**src/stored_array_element_search_assert.svh**
```systemverilog
// Assertion macros for the stored array element search RTL.
// Depends on nothing; included by stored_array_element_search, which checks its own logic.
`ifndef STORED_ARRAY_ELEMENT_SEARCH_ASSERT_SVH
`define STORED_ARRAY_ELEMENT_SEARCH_ASSERT_SVH

// Condition must hold at every clock edge outside reset.
`define SASE_ASSERT_ALWAYS(lbl, clk, rst, cond) \
   lbl: assert property (@(posedge clk) disable iff (rst) (cond)) \
      else $error("invariant violated");

// Consequence must hold in the cycle after the trigger.
`define SASE_ASSERT_NEXT(lbl, clk, rst, trig, cons) \
   lbl: assert property (@(posedge clk) disable iff (rst) (trig) |=> (cons)) \
      else $error("next-cycle property violated");

// Consequence must hold in the same cycle as the trigger.
`define SASE_ASSERT_SAME(lbl, clk, rst, trig, cons) \
   lbl: assert property (@(posedge clk) disable iff (rst) (trig) |-> (cons)) \
      else $error("same-cycle property violated");

`endif

```
**src/sase_pkg.sv**
```systemverilog
// Types and constants of the stored array element search block.
// No dependencies; used by sase_cell and stored_array_element_search.
package sase_pkg;

   localparam int VALUE_W = 32;
   localparam int POS_W   = 6;
   localparam int MASK_W  = 32;

   localparam logic [POS_W-1:0] POS_NONE = '1;   // -1 in six bits

   typedef enum logic [1:0] {
      FUNC_CLEAR  = 2'd0,
      FUNC_APPEND = 2'd1,
      FUNC_SEARCH = 2'd2,
      FUNC_READ   = 2'd3
   } func_type;

   typedef enum logic [1:0] {
      STATUS_OK    = 2'd0,
      STATUS_RANGE = 2'd1,
      STATUS_FULL  = 2'd2
   } status_type;

   typedef enum logic [1:0] {
      ST_IDLE,
      ST_RUN,
      ST_HOLD
   } state_type;

   // Operation and partial result traveling down the cell row.
   typedef struct packed {
      logic               valid;
      func_type           func;
      logic [VALUE_W-1:0] value;
      logic [POS_W-1:0]   index;
      logic               found;
      logic [POS_W-1:0]   first;
      logic [POS_W-1:0]   last;
      logic [POS_W-1:0]   count;
      logic [MASK_W-1:0]  mask;
      logic [VALUE_W-1:0] element;
      logic               read_ok;
   } token_type;

endpackage

```
**src/sase_cell.sv**
```systemverilog
// One cell of the entry row: holds a single entry and updates the passing token.
// Depends on sase_pkg.
module sase_cell #(
   parameter int POS   = 0,
   parameter int CNT_W = 6
) (
   input  logic                clock,
   input  logic                reset,
   input  logic [CNT_W-1:0]    used_count,
   input  sase_pkg::token_type tok_in,
   output sase_pkg::token_type tok_out
);

   logic [sase_pkg::VALUE_W-1:0] entry_ff;
   sase_pkg::token_type          tok_ff;
   sase_pkg::token_type          tok_in_next;
   logic                         in_use;
   logic                         hit;

   assign in_use = CNT_W'(POS) < used_count;
   assign hit    = in_use && (entry_ff == tok_in.value);

   // Store the appended value when this cell is the next free slot.
   always_ff @(posedge clock) begin
      if (tok_in.valid && tok_in.func == sase_pkg::FUNC_APPEND
          && used_count == CNT_W'(POS)) begin
         entry_ff <= tok_in.value;
      end
   end

   always_comb begin
      tok_in_next = tok_in;
      if (tok_in.func == sase_pkg::FUNC_SEARCH && hit) begin
         if (!tok_in.found) begin
            tok_in_next.first = sase_pkg::POS_W'(POS);
         end
         tok_in_next.found = 1'b1;
         tok_in_next.last  = sase_pkg::POS_W'(POS);
         tok_in_next.count = tok_in.count + 1'b1;
         if (POS < sase_pkg::MASK_W) begin
            tok_in_next.mask[5'(POS)] = 1'b1;
         end
      end
      if (tok_in.func == sase_pkg::FUNC_READ && in_use
          && tok_in.index == sase_pkg::POS_W'(POS)) begin
         tok_in_next.element = entry_ff;
         tok_in_next.read_ok = 1'b1;
      end
   end

   always_ff @(posedge clock) begin
      if (reset) begin
         tok_ff <= '0;
      end else begin
         tok_ff <= tok_in_next;
      end
   end

   assign tok_out = tok_ff;

endmodule

```
**config.mk**
```make
export PLATFORM = sky130hd
export DESIGN_NAME = sase_cell
export DESIGN_NICKNAME = d
export VERILOG_FILES = /design/src/stored_array_element_search_assert.svh /design/src/sase_pkg.sv /design/src/sase_cell.sv
export SDC_FILE = /design/constraint.sdc
export NUM_CORES = 1
export LEC_CHECK = 0
export BUFFER_PORTS_ARGS = -buffer_cell sky130_fd_sc_hd__buf_2
export CAP_MARGIN = 20
export CORE_MARGIN = 4
export CORE_UTILIZATION = 49
export DETAILED_ROUTE_END_ITERATION = 10
export PLACE_DENSITY = 0.85
export SETUP_SLACK_MARGIN = 0.02
export SLEW_MARGIN = 5
export SYNTH_ARGS = -nofsm -noshare
export SYNTH_HDL_FRONTEND = slang
export SYNTH_SLANG_ARGS = --single-unit
```
**constraint.sdc**
```tcl
create_clock -name clock -period 10.83 [get_ports clock]
set_input_delay 2.166 -clock clock [delete_from_list [all_inputs] [get_ports clock]]
set_output_delay 2.166 -clock clock [all_outputs]
set_load 0.005 [all_outputs]
```
==> results.py <==
metrics = {
    "clock_network": {
        "cts_hold_buf": 0,
        "clkLatencyLatePin_ps": 510,
        "postCtsSetupBuffers": 0,
        "clk_path_buf_depth": 2,
        "cts_tree": "done",
        "clk_pin_slew_worst_paths_ps": 60,
        "clockRootBuffer": "clkbuf_8",
        "clock-sinks": 157,
        "h-tree-depth": 4,
        "cts_resized": 0,
        "cts_buffers": 17,
    },
    "floorplan": {
        "die_x_um": 111.5,
        "initial_core_util": 0.5063,
        "num_io_pins": 258,
        "coreArea_um2": 10370,
        "dieArea_um2": 12430,
        "placementRows": 37,
        "die_h_um": 111.5,
    },
    "sta": {
        "fin_crit_sh": 0.3402,
        "finalSetupViolations": 0,
        "tns_ps": 0,
        "fmax_ghz": 0.2715,
        "layout_min_cycle_time_ps": 3684,
        "hold_slack_ps": 563.8,
        "rsz0062_at_grt": "false",
        "drv_slew": 0,
        "fin_skew_ps": 10.18,
        "tightest_slew_ps": 637.5,
        "slew_headroom": 0.5712,
        "report.final.hold_viol_count": 0,
    },
    "worst_setup_path": {
        "crit_family": "simple AND/OR/NAND/NOR gates",
        "cp_slowest_cell": "or4_1",
        "endpoint_kind": "register",
        "ff2ff_path_depth": 5,
        "cp.arrival_ps": 4080,
        "critPathKind": "in -> reg",
        "cpPeakStageDelay_ps": 600,
        "start_kind": "primary input",
        "r2r_setup_slack_ps": 8520,
        "rr_endpoint": "tok_out[70]",
        "worstPathBufferInverterCount": 1,
        "crit_fanout": 4,
        "path_cells": "buf_2 > xnor2_1 > nand4_1 > or4_1 > nor4b_1 > mux2_2",
        "r2r-start": "entry_ff[30]",
        "cp.required_ps": 11220,
    },
    "job": {
        "cap_violations": 0,
    },
    "drt": {
        "drtIter0Drc": 240,
        "via_per_inst": 4.940,
        "drc": 0,
        "final_antenna_net_count": 0,
        "wl_per_cell_um": 16.57,
        "firstDrtPassIters": 5,
        "wl_um": 14530,
        "vias": 4332,
    },
    "final_layout": {
        "layout.nets": 862,
        "syn_to_final_growth_pct": 38.49,
        "drive_above_1_share": 0.4022,
        "antennaDiodeCount": 0,
        "final_area_um2": 7271,
    },
    "min_path": {
        "hold_end": "tok_out[5]",
        "min_path_cells": 2,
        "hold_path.class": "reg -> reg",
        "min_from": "entry_ff[4]",
    },
    "synth": {
        "syn_nets": 603,
        "yosysSeqAreaShare": 0.6597,
        "ys_ff_latch": 157,
        "avgSynthCellArea_um2": 11.19,
        "netlist_area_um2": 5250,
        "synthCells": 469,
        "synth_warnings": 0,
        "ys_types": 30,
    },
    "global_routing": {
        "antenna_found_initial": 1,
        "grt_pass1_vias": 4509,
        "overflow": 0,
        "grt_use_total": 0.2322,
        "grt_max_degree": 130,
        "grt_pass1_wl_um": 22670,
    },
    "placement": {
        "dpl_cell_area_um2": 6660,
        "post-dp-hpwl_um": 11100,
        "port_buffers": 257,
        "finalWeightedCongestion": 0.8695,
    },
    "power": {
        "p_per_area_nw_per_um2": 178.4,
        "p_leak_nw": 3.350,
        "ir_drop_uv": 116.6,
    },
    "run_status": {
        "status": "completed",
    },
}
[synth_stat cells, drive strengths merged]
master  instances  share of area
xnor2          32          0.053
edfxtp         32           0.18
nand2          67          0.048
a21oi          36          0.034
nand4          13          0.015
a21bo           1         0.0019
buf             2         0.0017
and4            3         0.0050
mux2            4         0.0086
dfxtp         125           0.48
nor3            4         0.0038
nor3b           6         0.0086
nor2b          76          0.091
xor2            1         0.0017
or3             1         0.0012
nor4b           2         0.0033
nand3           5         0.0048
a21boi          1         0.0014
and3            2         0.0024
nor2            8         0.0057
or4             4         0.0064
inv             9         0.0064
ha              1         0.0024
or3b            1         0.0017
a211oi          6         0.0086
nor4            5         0.0060
o31ai           2         0.0029
clkbuf         20          0.014
[cell type report]
class	instances	area (um2)
clock buffer	24	504.2
clock inverter	8	78.83
fill	768	3099
inverter	9	33.78
multi-input combinational	281	1674
sequential	157	3463
tap	136	170.2
timing repair buffer	262	1346
[power breakdown]
group / internal, mW / switching, mW / total (mW)
logic: 0.0518 / 0.0491 / 0.101
clock network: 0.347 / 0.222 / 0.569
registers: 0.621 / 0.00637 / 0.628
total: 1.02 / 0.277 / 1.30
[stage by stage]
step / std cells / utilization / total power [mW] / setup WS, ps
4_1_cts: 876 / 0.6985 / 1.310 / 7192
3_3_place_gp: 844 / 0.6423 / 0.7373 / 6688
3_5_place_dp: 844 / 0.6423 / 0.7414 / 6662
6_report: 877 / 0.7011 / 1.297 / 7146
2_1_floorplan: 469 / - / 0.6776 / 5493
5_1_grt: 877 / 0.7011 / 1.352 / 7063
[how the worst max path moves through the flow]
stage,start,end,cells after the start
detailed placement,tok_in[120],tok_out[70],6
finish,tok_in[120],tok_out[70],6
floorplan,used_count[2],entry_ff[0],3
CTS,tok_in[120],tok_out[70],6
global placement,tok_in[120],tok_out[70],6
global route,tok_in[106],tok_out[68],6
[routing by layer]
| layer | wire length, um | up-vias | global-route usage |
|---|---|---|---|
| met3 | 1199 | 37 | 0.08261 |
| met1 | 5688 | 2015 | 0.2585 |
| met5 | 13 | - | 0 |
| li1 | - | 2082 | - |
| met2 | 7185 | 196 | 0.4029 |
| met4 | 444 | 2 | 0.09813 |
[tightest hold or removal path, delay by kind of cell (launching register included)]
family             cells  cell delay [ps]
DFF                    1              360
AOI/OAI and AO/OA      1              110
and+or+nand+nor        1               60
[kinds of logic (layout without fill, tap and decap cells)]
family,count (synthesis),after routing,share of synthesized area
simple gates,197,197,0.2028
flops,157,157,0.6597
compound gates,46,46,0.04909
xor+xnor,33,33,0.05505
buf+inv,31,303,0.02240
mux,4,4,0.008579
fa+ha+maj,1,1,0.002383
[layout by cell type, fill, tap and decap left out, types with 8 or more instances in the layout]
| master | n |
|---|---|
| dfxtp_1 | 125 |
| inv_1 | 9 |
| clkbuf_16 | 19 |
| nor2b_1 | 76 |
| nor2_1 | 8 |
| edfxtp_1 | 32 |
| a21oi_1 | 36 |
| nand2_1 | 67 |
| nand4_1 | 13 |
| xnor2_1 | 32 |
| buf_2 | 256 |
[state kept, by name (all words and copies together), names as in the netlist]
| signal | flops |
|---|---|
| tok_out | 125 |
| entry_ff | 32 |
No activity file was read; power rests on OpenSTA's default activity.
